--- src/design/tta_pkg.sv ---
`timescale 1ns / 1ps

package tta_pkg;

  // Field widths
  localparam int ACCEL_W    = 16;
  localparam int BYTE_W     = 8;
  localparam int DEADBAND_W = 4;
  localparam int DEGREE_W   = 7;
  localparam int DRIVE_W    = 2;

  // Configuration port
  localparam int CFG_INDEX_W = 2;
  localparam int CFG_DATA_W  = 8;
  localparam logic [CFG_INDEX_W-1:0] REG_DEADBAND   = 2'd0;
  localparam logic [CFG_INDEX_W-1:0] REG_MAX_TARGET = 2'd1;

  localparam logic [DEADBAND_W-1:0] DEADBAND_RESET   = 4'd3;
  localparam logic [DEGREE_W-1:0]   MAX_TARGET_RESET = 7'd90;
  localparam logic [BYTE_W-1:0]     FEATHER_RESET    = 8'd1;
  localparam logic [BYTE_W-1:0]     FEATHER_TRACK    = 8'd1;

  // Drive codes
  localparam logic [DRIVE_W-1:0] DRIVE_STOP    = 2'd0;
  localparam logic [DRIVE_W-1:0] DRIVE_EXTEND  = 2'd1;
  localparam logic [DRIVE_W-1:0] DRIVE_RETRACT = 2'd2;

  // Fixed angles in whole degrees
  localparam logic [DEGREE_W-1:0] ANGLE_ZERO  = 7'd0;
  localparam logic [DEGREE_W-1:0] ANGLE_RIGHT = 7'd90;
  localparam logic [DEGREE_W-1:0] ANGLE_HALF  = 7'd45;

  // CORDIC
  localparam int CORDIC_ITERATIONS_DEFAULT = 16;
  localparam int TABLE_LEN   = 24;
  localparam int STEP_W      = 5;
  localparam int ANGLE_FRAC  = 20;
  localparam int TAB_W       = 27;
  localparam int ANGLE_W     = 29;
  localparam int VEC_W       = 36;

  // atan(2^-i) in degrees, scaled by 2^20, rounded to nearest
  localparam logic [TAB_W-1:0] ATAN_TAB [TABLE_LEN] = '{
    27'd47185920, 27'd27855475, 27'd14718068, 27'd7471121,
    27'd3750058,  27'd1876857,  27'd938658,   27'd469358,
    27'd234682,   27'd117342,   27'd58671,    27'd29335,
    27'd14668,    27'd7334,     27'd3667,     27'd1833,
    27'd917,      27'd458,      27'd229,      27'd115,
    27'd57,       27'd29,       27'd14,       27'd7
  };

  // 90 degrees in the accumulator format
  localparam logic signed [ANGLE_W-1:0] ANGLE_LIMIT = 29'sd94371840;

endpackage

--- src/design/tilt_tracking_actuator_control.sv ---
`timescale 1ns / 1ps

// Tilt tracking actuator control. Each request carries one accelerometer
// sample and optionally a new feather byte and target byte, which take effect
// for that same request. The block returns the tilt elevation in whole degrees
// (truncated, 0..90), the effective target and a stop/extend/retract drive
// command with a configurable dead band. A request passes through squaring of
// y and then z on the shared multiplier, the bit-pair square root, a set-up
// step, CORDIC_ITERATIONS CORDIC rotations at one rotation per cycle, then
// clamping and the drive decision. A zero x, a zero horizontal magnitude or
// an |x| equal to it skips the rotations and clamping. The block returns to
// idle when the result is loaded and takes the next request from there, so it
// cannot take a new request before it is through with the last one. The
// block accepts one request at a time; a finished result waits in the output
// register while the next request is taken, and the next result is held back
// until that one is taken. Configuration writes are always ready and should
// be made while idle.
module tilt_tracking_actuator_control #(
  parameter int CORDIC_ITERATIONS = tta_pkg::CORDIC_ITERATIONS_DEFAULT
) (
  input  logic clk,
  input  logic rst,
  // request channel
  input  logic in_valid,
  output logic in_ready,
  input  logic signed [tta_pkg::ACCEL_W-1:0] accel_x,
  input  logic signed [tta_pkg::ACCEL_W-1:0] accel_y,
  input  logic signed [tta_pkg::ACCEL_W-1:0] accel_z,
  input  logic feather_valid,
  input  logic [tta_pkg::BYTE_W-1:0] feather_byte,
  input  logic target_valid,
  input  logic [tta_pkg::BYTE_W-1:0] target_byte,
  // result channel
  output logic out_valid,
  input  logic out_ready,
  output logic [tta_pkg::DRIVE_W-1:0] drive,
  output logic [tta_pkg::DEGREE_W-1:0] elevation_degrees,
  output logic [tta_pkg::DEGREE_W-1:0] effective_target,
  // configuration write channel
  input  logic cfg_valid,
  output logic cfg_ready,
  input  logic [tta_pkg::CFG_INDEX_W-1:0] cfg_index,
  input  logic [tta_pkg::CFG_DATA_W-1:0] cfg_data
);

  localparam int AW = tta_pkg::ACCEL_W;
  localparam int MW = AW + 1;
  localparam int SW = tta_pkg::STEP_W;
  localparam int VW = tta_pkg::VEC_W;
  localparam int GW = tta_pkg::ANGLE_W;
  localparam int DW = tta_pkg::DEGREE_W;
  localparam int NW = 2 * AW;
  localparam logic [SW-1:0] LastStep = SW'(CORDIC_ITERATIONS - 1);

  typedef enum logic [2:0] {
    IDLE, SQ_Y, SQ_Z, ROOT, SETUP, ROTATE, CLAMP, FINISH
  } state_t;

  state_t state;

  // configuration and held bytes
  logic [tta_pkg::DEADBAND_W-1:0] deadband;
  logic [DW-1:0] max_target;
  logic [tta_pkg::BYTE_W-1:0] stored_feather;
  logic [tta_pkg::BYTE_W-1:0] stored_target;

  // working registers
  logic signed [AW-1:0] x_q, y_q, z_q;
  logic [DW-1:0] target_q;
  logic [NW-1:0] rad;
  logic [NW-1:0] root;
  logic [NW-1:0] root_bit;
  logic signed [VW-1:0] cx, cy;
  logic signed [GW-1:0] ang;
  logic [SW-1:0] step;
  logic [DW-1:0] elev;

  // select the bytes that arrive with a request, else the held ones, to evaluate the target
  logic [tta_pkg::BYTE_W-1:0] feather_next, target_next;
  logic [DW-1:0] eff_next;

  always_comb begin
    feather_next = feather_valid ? feather_byte : stored_feather;
    target_next  = target_valid ? target_byte : stored_target;
    if (feather_next == tta_pkg::FEATHER_TRACK &&
        {1'b0, target_next} <= {2'b0, max_target}) begin
      eff_next = target_next[DW-1:0];
    end else begin
      eff_next = tta_pkg::ANGLE_ZERO;
    end
  end

  // shared squaring multiplier: y in state SQ_Y, z in state SQ_Z
  logic signed [MW-1:0] sq_sel;
  logic [MW-1:0] sq_mag;
  logic [2*MW-1:0] sq_prod;

  always_comb begin
    sq_sel  = (state == SQ_Y) ? {y_q[AW-1], y_q} : {z_q[AW-1], z_q};
    sq_mag  = sq_sel[MW-1] ? MW'(-sq_sel) : MW'(sq_sel);
    sq_prod = sq_mag * sq_mag;
  end

  // one bit-pair step of the integer square root
  logic [NW:0] root_sum;
  logic root_take;

  always_comb begin
    root_sum  = {1'b0, root} + {1'b0, root_bit};
    root_take = {1'b0, rad} >= root_sum;
  end

  // absolute x and the horizontal magnitude
  logic signed [MW-1:0] x_ext;
  logic [MW-1:0] ax;
  logic [AW-1:0] r;

  always_comb begin
    x_ext = {x_q[AW-1], x_q};
    ax    = x_ext[MW-1] ? MW'(-x_ext) : MW'(x_ext);
    r     = root[AW-1:0];
  end

  // one CORDIC vectoring rotation
  logic signed [VW-1:0] dx, dy;
  logic signed [GW-1:0] atan_step;

  always_comb begin
    dx = cy >>> step;
    dy = cx >>> step;
    atan_step = GW'(signed'({2'b0, tta_pkg::ATAN_TAB[step]}));
  end

  // drive decision against the dead band
  logic [DW+1:0] elev_lo, tgt_hi;
  logic go_extend, go_retract;

  always_comb begin
    elev_lo    = {2'b0, elev} + {{(DW-tta_pkg::DEADBAND_W+2){1'b0}}, deadband};
    tgt_hi     = {2'b0, target_q} + {{(DW-tta_pkg::DEADBAND_W+2){1'b0}}, deadband};
    go_extend  = elev_lo < {2'b0, target_q};
    go_retract = {2'b0, elev} > tgt_hi;
  end

  // load the result register once it is free
  logic result_load;

  assign result_load = (state == FINISH) && (!out_valid || out_ready);

  assign in_ready  = (state == IDLE);
  assign cfg_ready = 1'b1;

  // sequencer, working registers and result register
  always_ff @(posedge clk) begin
    if (rst) begin
      state          <= IDLE;
      out_valid      <= 1'b0;
      deadband       <= tta_pkg::DEADBAND_RESET;
      max_target     <= tta_pkg::MAX_TARGET_RESET;
      stored_feather <= tta_pkg::FEATHER_RESET;
      stored_target  <= '0;
    end else begin
      // take configuration writes
      if (cfg_valid) begin
        case (cfg_index)
          tta_pkg::REG_DEADBAND:   deadband   <= cfg_data[tta_pkg::DEADBAND_W-1:0];
          tta_pkg::REG_MAX_TARGET: max_target <= cfg_data[DW-1:0];
          default: ;
        endcase
      end

      // raise the result when loaded, drop it once taken
      if (result_load) begin
        out_valid <= 1'b1;
      end else if (out_ready) begin
        out_valid <= 1'b0;
      end

      case (state)
        IDLE: begin
          if (in_valid) begin
            stored_feather <= feather_next;
            stored_target  <= target_next;
            target_q       <= eff_next;
            x_q            <= accel_x;
            y_q            <= accel_y;
            z_q            <= accel_z;
            state          <= SQ_Y;
          end
        end
        SQ_Y: begin
          rad   <= sq_prod[NW-1:0];
          state <= SQ_Z;
        end
        SQ_Z: begin
          rad      <= rad + sq_prod[NW-1:0];
          root     <= '0;
          root_bit <= {2'b01, {(NW-2){1'b0}}};
          state    <= ROOT;
        end
        ROOT: begin
          if (root_take) begin
            rad  <= rad - root_sum[NW-1:0];
            root <= (root >> 1) + root_bit;
          end else begin
            root <= root >> 1;
          end
          root_bit <= root_bit >> 2;
          if (root_bit[0]) begin
            state <= SETUP;
          end
        end
        SETUP: begin
          // name the degenerate cases directly
          if (ax == '0) begin
            elev  <= tta_pkg::ANGLE_ZERO;
            state <= FINISH;
          end else if (r == '0) begin
            elev  <= tta_pkg::ANGLE_RIGHT;
            state <= FINISH;
          end else if (ax == {1'b0, r}) begin
            elev  <= tta_pkg::ANGLE_HALF;
            state <= FINISH;
          end else begin
            cx    <= {4'b0, r, {AW{1'b0}}};
            cy    <= {3'b0, ax, {AW{1'b0}}};
            ang   <= '0;
            step  <= '0;
            state <= ROTATE;
          end
        end
        ROTATE: begin
          if (cy > 0) begin
            cx  <= cx + dx;
            cy  <= cy - dy;
            ang <= ang + atan_step;
          end else begin
            cx  <= cx - dx;
            cy  <= cy + dy;
            ang <= ang - atan_step;
          end
          step <= step + 1'b1;
          if (step == LastStep) begin
            state <= CLAMP;
          end
        end
        CLAMP: begin
          if (ang < 0) begin
            elev <= tta_pkg::ANGLE_ZERO;
          end else if (ang > tta_pkg::ANGLE_LIMIT) begin
            elev <= tta_pkg::ANGLE_RIGHT;
          end else begin
            elev <= ang[tta_pkg::ANGLE_FRAC +: DW];
          end
          state <= FINISH;
        end
        FINISH: begin
          // hold until the result register is free
          if (result_load) begin
            elevation_degrees <= elev;
            effective_target  <= target_q;
            if (go_extend) begin
              drive <= tta_pkg::DRIVE_EXTEND;
            end else if (go_retract) begin
              drive <= tta_pkg::DRIVE_RETRACT;
            end else begin
              drive <= tta_pkg::DRIVE_STOP;
            end
            state <= IDLE;
          end
        end
        default: state <= IDLE;
      endcase
    end
  end

`ifndef SYNTHESIS
  a_busy_after_accept: assert property (@(posedge clk) disable iff (rst)
    in_valid && in_ready |=> !in_ready)
    else $error("request accepted while busy");

  a_step_in_range: assert property (@(posedge clk) disable iff (rst)
    state == ROTATE |-> step <= LastStep)
    else $error("rotation counter overran");

  a_elev_range: assert property (@(posedge clk) disable iff (rst)
    out_valid |-> elevation_degrees <= tta_pkg::ANGLE_RIGHT)
    else $error("elevation above ninety degrees");

  a_drive_code: assert property (@(posedge clk) disable iff (rst)
    out_valid |-> (drive == tta_pkg::DRIVE_STOP || drive == tta_pkg::DRIVE_EXTEND ||
                   drive == tta_pkg::DRIVE_RETRACT))
    else $error("invalid drive code");
`endif

endmodule
--- config.mk ---
export PLATFORM = sky130hd
export DESIGN_NAME = tilt_tracking_actuator_control
export DESIGN_NICKNAME = d
export VERILOG_FILES = /design/src/design/tta_pkg.sv /design/src/design/tilt_tracking_actuator_control.sv
export SDC_FILE = /design/constraint.sdc
export NUM_CORES = 2
export LEC_CHECK = 0
export BUFFER_PORTS_ARGS = -buffer_cell sky130_fd_sc_hd__buf_4
export CAP_MARGIN = 20
export CELL_PAD_IN_SITES_DETAIL_PLACEMENT = 1
export CELL_PAD_IN_SITES_GLOBAL_PLACEMENT = 1
export CORE_UTILIZATION = 40
export CTS_CLUSTER_DIAMETER = 60
export CTS_CLUSTER_SIZE = 24
export DETAILED_ROUTE_END_ITERATION = 7
export MAX_ROUTING_LAYER = met4
export PLACE_DENSITY = 0.76
export SLEW_MARGIN = 20
export SYNTH_ARGS = -nofsm -noshare
export SYNTH_HDL_FRONTEND = slang
export SYNTH_SLANG_ARGS = --single-unit
--- constraint.sdc ---
create_clock -name clk -period 15.05 [get_ports clk]
set_clock_uncertainty 0.05 [all_clocks]
set_input_delay 2.2575 -clock clk [delete_from_list [all_inputs] [get_ports clk]]
set_output_delay 2.2575 -clock clk [all_outputs]
set_load 0.005 [all_outputs]
==> impl_metrics.env <==
export IMPL_status="complete, no violations"
export IMPL_cp_num_buf_inv=6
export IMPL_die_y_um=306
export IMPL_cp_arrival_ns=13.47
export IMPL_synthTopCellsByArea="edfxtp_1 22%, ha_1 11%, fa_1 10%"
export IMPL_start_util=0.406
export IMPL_core_area_um2=90700
export IMPL_rr_startpoint="state[1]"
export IMPL_required_ns=15.33
export IMPL_synth_seq_cells=295
export IMPL_tritoncts="done"
export IMPL_wl_per_cell_um=19.9
export IMPL_synth_top_area_frac=0.215
export IMPL_cts_buffers=41
export IMPL_synth_top_area_cell="edfxtp_1"
export IMPL_antenna_found_initial=0
export IMPL_grt_pass1_vias=32593
export IMPL_yosysSeqAreaShare=0.232
export IMPL_r2r_cells=40
export IMPL_min_path_type="reg -> reg"
export IMPL_ctsResizeCount=0
export IMPL_cpLargestDelayFamily="adder cells"
export IMPL_grt_usage=0.238
export IMPL_setup_viol=0
export IMPL_synthMuxAreaShare=0.0880
export IMPL_relSlewSlack=0.289
export IMPL_dr_first_iter_drc_count=1967
export IMPL_synth_ff_type="edfxtp_1"
export IMPL_clk_pin_slew_ns=0.08
export IMPL_synthAdderAreaFrac=0.218
export IMPL_io_buffers=97
export IMPL_drv_cap=0
export IMPL_chipWidth_um=306
export IMPL_clkSinkCount=295
export IMPL_clk_path_buf_depth=3
export IMPL_rows=110
export IMPL_min_period_over_period=0.877
export IMPL_synthDistinctLibCells=91
export IMPL_finalHoldWorstSlack_ns=0.404
export IMPL_fin_tns_setup_ns=0
export IMPL_fin_util=0.446
export IMPL_grt_max_degree=93
export IMPL_dr_pass1_iters=5
export IMPL_synth_compound_area_share=0.154
export IMPL_wl_um=108000
export IMPL_r2r_end="rad[31]"
export IMPL_syn_inst=4137
export IMPL_clk_latency_ns=0.64
export IMPL_critPathKind="reg -> reg"
export IMPL_syn_avg_cell_area_um2=8.91
export IMPL_syn2layout_area_growth_pct=9.78
export IMPL_synth_edf_count=264
export IMPL_synth_xor_area_share=0.0862
export IMPL_insertedDiodeCount=0
export IMPL_crit_top_cell="fa_1"
export IMPL_dp_cells=5326
export IMPL_gr_total_overflow=0
export IMPL_worstSetupStartpoint="state[1]"
export IMPL_mostFrequentLayoutCells="431 x nor2_1, 366 x inv_1, 363 x nand2_1, 336 x ha_1, 273 x a21oi_1"
export IMPL_fin_crit_ns=13.19
export IMPL_dp_hpwl_um=82800
export IMPL_crit_path_end="rad[31]"
export IMPL_final_max_slew_viol_count=0
export IMPL_crit_path_top_delay_cell="a2111oi_0"
export IMPL_n_fill_cell=10631
export IMPL_cp_depth=40
export IMPL_grt_first_pass_wirelength_um=175000
export IMPL_vias=31135
export IMPL_htree_num_levels=2
export IMPL_hold_viol=0
export IMPL_gr_usage_met2=0.394
export IMPL_cts_hold_buf=0
export IMPL_met1_usage=0.309
export IMPL_gp_congestion=0.920
export IMPL_setup_worst_path_start_class="flop"
export IMPL_crit_path_max_incr_delay_ns=0.80
export IMPL_rrSetupSlack_ns=1.86
export IMPL_nNetsFinal=4802
export IMPL_cts_root_buffer="clkbuf_16"
export IMPL_rsz0062_at_grt="false"
export IMPL_ys_warnings_count=0
export IMPL_fmax_mhz=75.8
export IMPL_dieArea_um2=93400
export IMPL_final_cells=5402
export IMPL_busiest_layer="met2"
export IMPL_final_common_cell="nor2_1"
export IMPL_async_flop_share=0
export IMPL_postCtsSetupBuffers=0
export IMPL_viasPerCell=5.76
export IMPL_route_antenna_remaining_nets=0
export IMPL_synth_top_family_by_area="adder cells"
export IMPL_path_max_fanout=13
export IMPL_synth_area_um2=36900
export IMPL_layout_drive_gt1_share=0.0956
export IMPL_cp_end_kind="flop"
export IMPL_tightest_slew_ns=1.05
export IMPL_synthSimpleGateAreaFrac=0.164
export IMPL_boundaryPins=100
export IMPL_met3_usage=0.0333
export IMPL_drc=0
[worst register-to-register path, delay by kind of cell (launching register included)]
kind | cells | cell delay [ns]
AO/OA/AOI/OAI | 12 | 3.19
XOR/XNOR | 3 | 0.95
adder cells (fa/ha/maj) | 8 | 3.75
buffers and inverters | 6 | 0.86
flip-flops | 1 | 0.48
AND/OR/NAND/NOR | 11 | 3.61
[per-stage QoR]
step / instance area (µm²) / setup slack (ns)
CTS: 40500 / 1.97
global placement: 38900 / 2.37
detailed placement: 38900 / 2.12
global route: 40500 / 0.899
floorplan: 37000 / 4.28
finish: 40500 / 1.86
[layer usage]
| layer | part of all wire | routed length (µm) |
|---|---|---|
| met1 | 0.45 | 48500 |
| met2 | 0.48 | 51900 |
| met3 | 0.048 | 5190 |
| met4 | 0.018 | 1970 |
| met5 | 0 | 0 |
[synthesized netlist by cell type, types with 33 or more instances]
cell type	number
nand3_1	67
and3_1	41
inv_1	368
nor2_1	434
nor4_1	34
o21bai_1	34
nand2b_1	56
a21o_1	75
clkbuf_1	130
mux2i_1	73
mux2_2	44
o21a_1	33
mux4_2	89
nor2b_1	60
nor3_1	78
nand2_1	364
o21ai_0	227
ha_1	336
a31oi_1	56
edfxtp_1	264
xor2_1	163
xnor2_1	197
fa_1	192
a21oi_1	274
a211oi_1	38
[worst min path at each step]
| stage | end | from | cells past startpoint | slack [ns] |
|---|---|---|---|---|
| 2_1_floorplan | stored_feather[0] | stored_feather[0] | 1 | 0.38 |
| 3_3_place_gp | stored_feather[0] | stored_feather[0] | 1 | 0.39 |
| 3_5_place_dp | stored_feather[5] | stored_feather[5] | 2 | 0.40 |
| 4_1_cts | stored_feather[5] | stored_feather[5] | 2 | 0.41 |
| 5_1_grt | stored_feather[5] | stored_feather[5] | 2 | 0.43 |
| 6_report | stored_feather[5] | stored_feather[5] | 2 | 0.40 |
[cells by family after synthesis]
kind of cell	Yosys count
AND/OR/NAND/NOR	1284
XOR/XNOR	361
adder cells (fa/ha/maj)	528
AO/OA/AOI/OAI	913
buffers and inverters	547
multiplexers	207
other	2
flip-flops	295
[final cells by class]
type | count | area, µm² | share of cell area
Clock buffer | 45 | 1040 | 0.0257
Clock inverter | 31 | 493 | 0.0122
Tap cell | 1176 | 1470 | 0.0364
Sequential cell | 295 | 8550 | 0.211
Inverter | 374 | 1400 | 0.0347
Multi-Input combinational cell | 3342 | 26500 | 0.654
Timing Repair Buffer | 139 | 1050 | 0.0259
[registers in the layout, indices dropped and copies added (netlist names), 29 cells and up]
| signal | count |
|---|---|
| ang | 29 |
| cx | 36 |
| cy | 36 |
| rad | 32 |
| root | 32 |
Power is not shown: default switching activity piles up to over one toggle a cycle in this logic, so the estimate is an artifact.
